**config.mk**
```make
export PLATFORM = sky130hd
export DESIGN_NAME = boot_packet_deframer
export DESIGN_NICKNAME = d
export VERILOG_FILES = /design/src/rtl/bpd_pkg.sv /design/src/rtl/boot_packet_deframer.sv /design/src/rtl/bpd_step.sv
export SDC_FILE = /design/constraint.sdc
export NUM_CORES = 1
export LEC_CHECK = 0
export ABC_AREA = 1
export BUFFER_PORTS_ARGS = -buffer_cell sky130_fd_sc_hd__buf_4
export CAP_MARGIN = 20
export CORE_MARGIN = 4
export CORE_UTILIZATION = 60
export DETAILED_ROUTE_END_ITERATION = 6
export PLACE_DENSITY_LB_ADDON = 0.2
export SYNTH_ARGS = -nofsm -noshare
export SYNTH_HDL_FRONTEND = slang
export SYNTH_SLANG_ARGS = --single-unit
```
**constraint.sdc**
```tcl
create_clock -name aclk -period 18.64 [get_ports aclk]
set_input_delay 0.932 -clock aclk [delete_from_list [all_inputs] [get_ports aclk]]
set_output_delay 0.932 -clock aclk [all_outputs]
set_load 0.01 [all_outputs]
```
**src/rtl/bpd_pkg.sv**
```systemverilog
// ----------------------------------------------------------------------------
// bpd_pkg: shared types and constants of the boot packet deframer
// Status codes, register indexes, frame state and result structures.
// ----------------------------------------------------------------------------
package bpd_pkg;

    // Final status of one receive buffer
    typedef enum logic [2:0] {
        ST_OK         = 3'd0,
        ST_TRUNCATED  = 3'd1,
        ST_BAD_START  = 3'd2,
        ST_ZERO_LEN   = 3'd3,
        ST_DEV_ERROR  = 3'd4,
        ST_BAD_END    = 3'd5,
        ST_CHECKSUM   = 3'd6
    } status_t;

    // Configuration register indexes (byte address / 4)
    localparam logic [1:0] REG_START_BYTE = 2'd0;
    localparam logic [1:0] REG_END_BYTE   = 2'd1;
    localparam logic [1:0] REG_ERROR_MASK = 2'd2;

    localparam logic [7:0] START_BYTE_RESET = 8'h81;
    localparam logic [7:0] END_BYTE_RESET   = 8'h03;
    localparam logic [7:0] ERROR_MASK_RESET = 8'h80;

    // Shortest buffer that can carry a complete frame
    localparam logic [16:0] MIN_FRAME_BYTES = 17'd6;
    // Frame header bytes before the payload: start, length high/low, response
    localparam logic [16:0] HEADER_BYTES    = 17'd4;

    localparam int unsigned OUT_DATA_W = 40;

    typedef struct packed {
        logic [7:0] start_byte;
        logic [7:0] end_byte;
        logic [7:0] error_mask;
    } cfg_t;

    typedef struct packed {
        logic [16:0] byte_position;
        logic [15:0] frame_length;
        logic [7:0]  response_hold;
        logic [7:0]  running_sum;
        logic        start_matched;
        logic [7:0]  checksum_hold;
        logic        frame_finished;
        status_t     final_status;
    } frame_state_t;

    typedef struct packed {
        logic        is_status;
        logic [7:0]  payload_byte;
        status_t     status;
        logic [7:0]  response_code;
        logic [15:0] payload_length;
    } result_t;

endpackage

```
**src/rtl/boot_packet_deframer.sv**
```systemverilog
// ----------------------------------------------------------------------------
// boot_packet_deframer: serial boot response deframer
// A result appears on the master side in the cycle after its word is
// accepted. Throughput: one word per cycle; the output register lets
// the next word in while a result waits, as long as m_tready is high.
// Reset (aresetn low, synchronous) clears the frame state and the output
// valid and loads the register defaults 0x81, 0x03 and 0x80.
// ----------------------------------------------------------------------------
module boot_packet_deframer (
    input  logic        aclk,
    input  logic        aresetn,
    // APB configuration port
    input  logic        psel,
    input  logic        penable,
    input  logic        pwrite,
    input  logic [3:0]  paddr,
    input  logic [31:0] pwdata,
    output logic [31:0] prdata,
    output logic        pready,
    // received words
    input  logic        s_tvalid,
    output logic        s_tready,
    input  logic [7:0]  s_tdata,   // [7:0] rx_byte
    input  logic        s_tlast,   // buffer_end
    // results
    output logic        m_tvalid,
    input  logic        m_tready,
    // [7:0] payload_byte, [10:8] status, [18:11] response_code,
    // [34:19] payload_length, [39:35] zero
    output logic [39:0] m_tdata,
    output logic        m_tuser    // is_status
);
    import bpd_pkg::*;

    cfg_t         cfg_reg;
    frame_state_t state_reg;
    frame_state_t state_next;
    logic         res_valid;
    result_t      res;
    logic         m_valid_reg;
    result_t      m_res_reg;
    logic         s_accept;
    logic         cfg_write;
    logic [1:0]   reg_index;

    assign pready    = 1'b1;
    assign reg_index = paddr[3:2];
    assign cfg_write = psel && penable && pwrite && pready;

    // Write configuration registers
    always_ff @(posedge aclk) begin
        if (!aresetn) begin
            cfg_reg.start_byte <= START_BYTE_RESET;
            cfg_reg.end_byte   <= END_BYTE_RESET;
            cfg_reg.error_mask <= ERROR_MASK_RESET;
        end else if (cfg_write) begin
            case (reg_index)
                REG_START_BYTE: cfg_reg.start_byte <= pwdata[7:0];
                REG_END_BYTE:   cfg_reg.end_byte   <= pwdata[7:0];
                REG_ERROR_MASK: cfg_reg.error_mask <= pwdata[7:0];
                default: ;
            endcase
        end
    end

    // Read back configuration registers
    always_comb begin
        case (reg_index)
            REG_START_BYTE: prdata = {24'd0, cfg_reg.start_byte};
            REG_END_BYTE:   prdata = {24'd0, cfg_reg.end_byte};
            REG_ERROR_MASK: prdata = {24'd0, cfg_reg.error_mask};
            default:        prdata = 32'd0;
        endcase
    end

    bpd_step u_step (
        .cfg        (cfg_reg),
        .cur        (state_reg),
        .rx_byte    (s_tdata),
        .buffer_end (s_tlast),
        .nxt        (state_next),
        .res_valid  (res_valid),
        .res        (res)
    );

    // Accept a word whenever the output register is free or draining
    assign s_tready = !m_valid_reg || m_tready;
    assign s_accept = s_tvalid && s_tready;

    // Advance the frame state on each accepted word
    always_ff @(posedge aclk) begin
        if (!aresetn) begin
            state_reg <= '0;
        end else if (s_accept) begin
            state_reg <= state_next;
        end
    end

    // Hold a result until the master side takes it
    always_ff @(posedge aclk) begin
        if (!aresetn) begin
            m_valid_reg <= 1'b0;
        end else if (s_accept && res_valid) begin
            m_valid_reg <= 1'b1;
        end else if (m_tready) begin
            m_valid_reg <= 1'b0;
        end
    end

    always_ff @(posedge aclk) begin
        if (s_accept && res_valid) begin
            m_res_reg <= res;
        end
    end

    assign m_tvalid = m_valid_reg;
    assign m_tuser  = m_res_reg.is_status;
    assign m_tdata  = {5'd0, m_res_reg.payload_length, m_res_reg.response_code,
                       m_res_reg.status, m_res_reg.payload_byte};

endmodule

```
**src/rtl/bpd_step.sv**
```systemverilog
// ----------------------------------------------------------------------------
// bpd_step: per-word frame parser
// Computes the next frame state and the result (payload word or buffer
// status) caused by one received word.
// ----------------------------------------------------------------------------
module bpd_step (
    input  bpd_pkg::cfg_t         cfg,
    input  bpd_pkg::frame_state_t cur,
    input  logic [7:0]            rx_byte,
    input  logic                  buffer_end,
    output bpd_pkg::frame_state_t nxt,
    output logic                  res_valid,
    output bpd_pkg::result_t      res
);
    import bpd_pkg::*;

    logic [15:0]  body_len;
    logic [16:0]  cks_pos;
    logic [7:0]   sum_plus;
    logic [7:0]   expect_cks;
    logic         emit;
    frame_state_t upd;
    status_t      end_status;

    assign body_len   = cur.frame_length - 16'd1;
    assign cks_pos    = {1'b0, body_len} + HEADER_BYTES;
    assign sum_plus   = cur.running_sum + rx_byte;
    assign expect_cks = 8'd0 - cur.running_sum;

    // Parse the word by its position in the frame
    always_comb begin
        upd  = cur;
        emit = 1'b0;
        if (!cur.frame_finished) begin
            if (cur.byte_position == 17'd0) begin
                upd.start_matched = (rx_byte == cfg.start_byte);
            end else if (cur.byte_position == 17'd1) begin
                upd.frame_length = {rx_byte, 8'h00};
                upd.running_sum  = sum_plus;
            end else if (cur.byte_position == 17'd2) begin
                upd.frame_length = {cur.frame_length[15:8], rx_byte};
                upd.running_sum  = sum_plus;
            end else if (cur.byte_position == 17'd3) begin
                upd.response_hold = rx_byte;
                upd.running_sum   = sum_plus;
            end else if (cur.start_matched && (cur.frame_length != 16'd0)) begin
                if (cur.byte_position < cks_pos) begin
                    upd.running_sum = sum_plus;
                    emit            = 1'b1;
                end else if (cur.byte_position == cks_pos) begin
                    upd.checksum_hold = rx_byte;
                end else if (cur.byte_position == cks_pos + 17'd1) begin
                    if ((cur.response_hold & cfg.error_mask) != 8'd0) begin
                        upd.final_status = ST_DEV_ERROR;
                    end else if (rx_byte != cfg.end_byte) begin
                        upd.final_status = ST_BAD_END;
                    end else if (cur.checksum_hold != expect_cks) begin
                        upd.final_status = ST_CHECKSUM;
                    end else begin
                        upd.final_status = ST_OK;
                    end
                    upd.frame_finished = 1'b1;
                end
            end
        end
        // Advance the saturating word counter
        if (cur.byte_position != '1) begin
            upd.byte_position = cur.byte_position + 17'd1;
        end
    end

    // Pick the buffer status in priority order
    always_comb begin
        if (upd.frame_finished) begin
            end_status = upd.final_status;
        end else if (upd.byte_position < MIN_FRAME_BYTES) begin
            end_status = ST_TRUNCATED;
        end else if (!upd.start_matched) begin
            end_status = ST_BAD_START;
        end else if (upd.frame_length == 16'd0) begin
            end_status = ST_ZERO_LEN;
        end else begin
            end_status = ST_TRUNCATED;
        end
    end

    // Build the result and clear the frame at the end of the buffer
    always_comb begin
        res.is_status      = buffer_end;
        res.payload_byte   = buffer_end ? 8'd0 : rx_byte;
        res.status         = buffer_end ? end_status : ST_OK;
        res.response_code  = upd.response_hold;
        res.payload_length = (upd.frame_length != 16'd0) ?
                             (upd.frame_length - 16'd1) : 16'd0;
        res_valid          = buffer_end || emit;
        nxt                = upd;
        if (buffer_end) begin
            nxt = '0;
        end
    end

endmodule

```
==> flow_metrics.env, run 1 <==
export IMPL_drv_cap=0
export IMPL_gp_congestion=0.929
export IMPL_core_sq_um=14600
export IMPL_whs_ns=0.466
export IMPL_synth_top_family_by_area="simple AND/OR/NAND/NOR gates"
export IMPL_ys_seq_area_frac=0.313
export IMPL_setup_tns_ns=0
export IMPL_min_path_type="reg -> reg"
export IMPL_cp_slowest_cell="nor3_1"
export IMPL_cp_end_kind="register"
export IMPL_place_hpwl_um=18300
export IMPL_drive_gt1_frac=0.157
export IMPL_whs_path_depth=2
export IMPL_fin_nets=1474
export IMPL_slew_viol_final=0
export IMPL_post_synth_top_count_cell="nand2_1"
export IMPL_drc=0
export IMPL_cp_required_ns=18.82
export IMPL_die_h_um=131
export IMPL_yosys_warnings=0
export IMPL_track_usage=0.290
export IMPL_htree_levels=4
export IMPL_fin_worst_skew_ns=0.0114
export IMPL_grt_max_degree=48
export IMPL_tightest_slew_ns=0.772
export IMPL_synthSimpleGateAreaFrac=0.374
export IMPL_leakagePower_nw=4.90
export IMPL_synth_adder_area_share=0.0494
export IMPL_timing_critical_path_mode_cell="nand2_1"
export IMPL_synth_async_reset_ratio=0
export IMPL_clk_latency_ns=0.43
export IMPL_dominantRegCellSynth="dfxtp_1"
export IMPL_ys_ff_latch=123
export IMPL_dr_first_iter_drc_count=724
export IMPL_cts_resized=0
export IMPL_synthTopCellsByCount="nand2_1, inv_1, nor2_1, a21oi_1, dfxtp_1"
export IMPL_portBuffers=71
export IMPL_crit_path_start_kind="register"
export IMPL_vdd_drop_max_mv=0.0763
export IMPL_drt_wl_total_um=24300
export IMPL_syn_area_per_cell_sq_um=6.82
export IMPL_max_freq_mhz=192
export IMPL_status="finished, final reports clean"
export IMPL_wl_per_cell_um=15.3
export IMPL_holdBufCountCts=0
export IMPL_via_per_inst=5.59
export IMPL_synth_edf_count=36
export IMPL_yosys_area_top_type="dfxtp_1"
export IMPL_cts_tree="done"
export IMPL_dr_total_vias=8860
export IMPL_max_stage_delay_ns=0.48
export IMPL_ant_nets=0
export IMPL_period_share=0.279
export IMPL_synth_cell_types=51
export IMPL_dieArea_sq_um=17100
export IMPL_antenna_found_initial=0
export IMPL_cts_buffers=17
export IMPL_synthMuxAreaShare=0
export IMPL_area_delta_synth_final_pct=12.9
export IMPL_rr_worst_depth=30
export IMPL_synth_top_area_frac=0.193
export IMPL_clock_sink_count=123
export IMPL_grt_pass1_vias=8157
export IMPL_io_pins=128
export IMPL_synth_xor_area_frac=0.0485
export IMPL_netlist_area_sq_um=9020
export IMPL_die_w_um=131
export IMPL_clk_path_buf_depth=2
export IMPL_first_pass_iters=5
export IMPL_cts_setup_buffers=0
export IMPL_synth_cells=1323
export IMPL_largest_reg_flops=62
export IMPL_setup_viol=0
export IMPL_grt_setup_unrepaired="no"
export IMPL_start_util=0.616
export IMPL_cts_clk_slew_worst_paths_ns=0.06
export IMPL_layout_min_cycle_time_ns=5.20
export IMPL_crit_arrival_ns=5.39
export IMPL_rows=44
export IMPL_slew_headroom=0.481
export IMPL_synth_top_cells_by_area="dfxtp_1, nand2_1, edfxtp_1"
export IMPL_power_density_nw_per_um2=74.9
export IMPL_synth_compound_gate_area_share=0.117
export IMPL_worstPathMaxFanout=10
export IMPL_diodes=0
export IMPL_hold_violations=0
export IMPL_cts_root_buf="clkbuf_16"
export IMPL_grt_first_pass_wirelength_um=39300
export IMPL_grt_overflow=0
export IMPL_critPathKind="reg -> reg"
## kinds of logic after synthesis
kind of cell / count (synthesis)
fa+ha+maj: 35
simple gates: 720
compound gates: 192
other cells: 2
flops: 123
xor+xnor: 50
buf+inv: 201
## where the power goes
part | internal, W | leakage (nW) | switching (W) | total (W)
clock network | 0.000199 | 0.282 | 0.000133 | 0.000332
logic | 0.0000464 | 3.57 | 0.0000928 | 0.000139
registers | 0.000287 | 1.05 | 0.00000451 | 0.000292
total | 0.000533 | 4.90 | 0.000230 | 0.000763
## routing by layer
metal / GRT usage / vias to the layer above / part of all wire
met5: 0 / - / 0
met4: 0.105 / 0 / 0.026
met3: 0.0663 / 50 / 0.077
met2: 0.478 / 354 / 0.47
met1: 0.374 / 4048 / 0.43
li1: - / 4408 / -
## metrics by stage
step                      instance area [sq um]  instances  worst slack [ns]  utilization  power (W)
after global routing                      10200       1584             12.96        0.696   0.000793
final                                     10200       1584             13.44        0.696   0.000763
after floorplan                            9130       1351             12.62            -   0.000396
after detailed placement                   9600       1552             13.52        0.656   0.000434
after global placement                     9600       1552             13.60        0.656   0.000432
after CTS                                 10200       1584             13.50        0.696   0.000763
## final timing paths
| check | startpoint | slack [ns] | end |
|---|---|---|---|
| max reg2reg | state_reg[29] | 13.44 | m_tdata[10] |
| min | state_reg[0] | 0.47 | state_reg[0] |
| min reg2reg | state_reg[0] | 0.47 | state_reg[0] |
| max | state_reg[29] | 13.44 | m_tdata[10] |
## cell usage in the layout (no fill, tap or decap), types with 5 or more instances in the layout
master     Yosys  layout
inv_6          0       5
o22ai_1        8       8
nand3_1       80      80
buf_4         31      75
nand2_1      365     365
o21ai_0       58      58
xor2_1        34      34
ha_1          34      34
nor4_1         7       7
inv_2         16      16
nor2_4         8       8
nor3_1        26      26
conb_1         2      30
nand2_2       35      35
a21oi_1       91      91
nor2_1       116     115
xnor2_1       16      16
nor2_2        15      16
nand3_2       13      13
nand2_4        6       6
o211ai_1      10      10
clkbuf_16      0      17
edfxtp_1      36      36
dfxtp_1       87      87
o21ai_1        7       7
nand4_1       26      26
inv_1        124     124
or2_2          6       6
## critical path, delay by kind of cell, from the launching register on
family,cells,cell delay [ns]
adder cells (fa/ha/maj),3,0.88
AO/OA/AOI/OAI,1,0.13
AND/OR/NAND/NOR,22,3.20
flip-flops,1,0.37
buffers and inverters,4,0.35
## final cells by class
class | count | area [sq um]
Timing Repair Buffer | 75 | 563
Fill cell | 1250 | 4460
Tap cell | 184 | 230
Inverter | 143 | 539
Sequential cell | 123 | 2820
Clock inverter | 15 | 163
Clock buffer | 17 | 425
Multi-Input combinational cell | 1027 | 5440
(Power assumes the default switching activity.)
==> run 2, diff against run 1 <==
--- a/config.mk
+++ b/config.mk
@@ -9,7 +9,7 @@
 export BUFFER_PORTS_ARGS = -buffer_cell sky130_fd_sc_hd__buf_4
 export CAP_MARGIN = 20
 export CORE_MARGIN = 4
-export CORE_UTILIZATION = 60
+export CORE_UTILIZATION = 53
 export DETAILED_ROUTE_END_ITERATION = 6
 export PLACE_DENSITY_LB_ADDON = 0.2
 export SYNTH_ARGS = -nofsm -noshare
==> constraint.sdc (replaced) <==
create_clock -name aclk -period 4.7 [get_ports aclk]
set_input_delay 0.235 -clock aclk [delete_from_list [all_inputs] [get_ports aclk]]
set_output_delay 0.235 -clock aclk [all_outputs]
set_load 0.01 [all_outputs]
==> flow_metrics.env, run 2 (synthesis results as in run 1) <==
export IMPL_cp_end_kind="register"
export IMPL_wirelength_met1_um=10100
export IMPL_min_path_type="in -> reg"
export IMPL_multiInputGateArea_sq_um=5490
export IMPL_cp_required_ns=5.05
export IMPL_status="finished, final reports clean"
export IMPL_cts_tree="done"
export IMPL_fin_worst_skew_ns=0.00659
export IMPL_wl_per_cell_um=14.8
export IMPL_dr_first_iter_drc_count=664
export IMPL_grt_max_degree=48
export IMPL_via_per_inst=5.35
export IMPL_dieArea_sq_um=19200
export IMPL_diodes=0
export IMPL_cts_clk_slew_worst_paths_ns=0.06
export IMPL_start_util=0.542
export IMPL_max_stage_delay_ns=0.39
export IMPL_clk_latency_ns=0.43
export IMPL_crit_arrival_ns=4.75
export IMPL_grt_first_pass_wirelength_um=39400
export IMPL_io_pins=128
export IMPL_die_h_um=138
export IMPL_dr_total_vias=8720
export IMPL_layout_min_cycle_time_ns=4.40
export IMPL_period_share=0.936
export IMPL_portBuffers=71
export IMPL_core_sq_um=16600
export IMPL_routed_top_layer="met4"
export IMPL_track_usage=0.250
export IMPL_drive_gt1_frac=0.165
export IMPL_cts_root_buf="clkbuf_16"
export IMPL_grt_pass1_vias=7958
export IMPL_worstPathMaxFanout=8
export IMPL_first_pass_iters=5
export IMPL_drv_cap=0
export IMPL_max_freq_mhz=227
export IMPL_area_delta_synth_final_pct=14.5
export IMPL_timing_critical_path_to="state_reg[17]"
export IMPL_timing_critical_path_mode_cell="nand2_1"
export IMPL_rr_worst_depth=28
export IMPL_reg2reg_slack_ns=0.30
export IMPL_largest_reg_flops=62
export IMPL_regArea_sq_um=2820
export IMPL_tightest_slew_ns=0.815
export IMPL_slew_headroom=0.456
export IMPL_met3_length_um=1790
export IMPL_place_inst=1595
export IMPL_drt_wl_total_um=24100
export IMPL_wl_met2_um=11700
export IMPL_ant_nets=0
export IMPL_rows=47
export IMPL_htree_levels=4
export IMPL_gp_congestion=0.926
export IMPL_drc=0
export IMPL_leakagePower_nw=4.96
export IMPL_grt_overflow=0
export IMPL_critPathKind="reg -> reg"
export IMPL_setup_viol=0
export IMPL_cp_slowest_cell="dfxtp_1"
export IMPL_cts_buffers=17
export IMPL_power_density_nw_per_um2=286
export IMPL_fillers=1590
export IMPL_antenna_found_initial=0
export IMPL_place_hpwl_um=18500
export IMPL_vdd_drop_max_mv=0.247
export IMPL_clk_path_buf_depth=2
export IMPL_hold_violations=0
export IMPL_worstSetupStartpoint="state_reg[30]"
export IMPL_r2r_end="state_reg[17]"
export IMPL_whs_ns=0.0291
export IMPL_die_w_um=138
export IMPL_clock_sink_count=123
export IMPL_layout_cells_non_filler=1630
export IMPL_crit_path_start_kind="register"
export IMPL_fin_nets=1484
export IMPL_r2r_start="state_reg[30]"
export IMPL_mostFrequentLayoutCells="nand2_1, inv_1, nor2_1"
export IMPL_holdBufCountCts=0
export IMPL_layout_commonest_cell="nand2_1"
export IMPL_slew_viol_final=0
## run 2: cell types whose count changed in the layout (fill, tap and decap cells not counted), sizes merged
cell	change
bufinv	-1
inv	-4
clkinv	+5
clkbuf	+1
clkinvlp	-1
buf	+10
## run 2: area by class of cell
cell class                 count  share of cell area
timing repair buffer          85              0.0630
tap                          220              0.0266
inverter                     143              0.0522
clock inverter                14              0.0120
sequential                   123               0.273
clock buffer                  18              0.0415
multi-input combinational   1027               0.531
## run 2: worst min-delay path by stage
stage | end | startpoint | slack, ns | cells past startpoint
floorplan | m_tuser | s_tlast | 0.33 | 0
global placement | state_reg[1] | state_reg[1] | 0.45 | 2
detailed placement | state_reg[0] | state_reg[0] | 0.46 | 2
CTS | cfg_reg[23] | pwdata[7] | 0.02 | 3
global route | cfg_reg[23] | pwdata[7] | 0.03 | 3
finish | cfg_reg[23] | pwdata[7] | 0.03 | 3
## run 2: metrics by stage
step | cell area, sq um | setup TNS, ns | utilization | setup slack [ns] | total power, W
2_1_floorplan | 9140 | 0 | - | 0.413 | 0.00157
3_3_place_gp | 9710 | 0 | 0.583 | 0.346 | 0.00171
3_5_place_dp | 9710 | 0 | 0.583 | 0.246 | 0.00172
4_1_cts | 10300 | 0 | 0.617 | 0.230 | 0.00296
5_1_grt | 10300 | -0.0184 | 0.621 | -0.0184 | 0.00310
6_report | 10300 | 0 | 0.621 | 0.303 | 0.00296
## run 2: power breakdown
group | switching [W] | leakage [nW] | internal [W] | total [W]
registers | 0.0000187 | 1.05 | 0.00114 | 0.00116
clock network | 0.000512 | 0.266 | 0.000727 | 0.00124
logic | 0.000366 | 3.64 | 0.000196 | 0.000562
## run 2: what timing repair did
action                                  in CTS  in global routing
endpoints found under the setup margin       0                 14
resized for setup                            0                 10
setup buffers                                0                  3
## run 2: critical path, delay by kind of cell, from the launching register on
family,cells,cell delay [ns]
and+or+nand+nor,15,1.70
buffers and inverters,5,0.56
AOI/OAI and AO/OA,5,0.92
DFF,1,0.39
adders and majority gates,3,0.73
## run 2: metal layers
layer,vias to the layer above,GRT usage
met5,-,0
met4,0,0.0775
met3,33,0.0470
met2,327,0.428
met1,3926,0.322
li1,4434,-
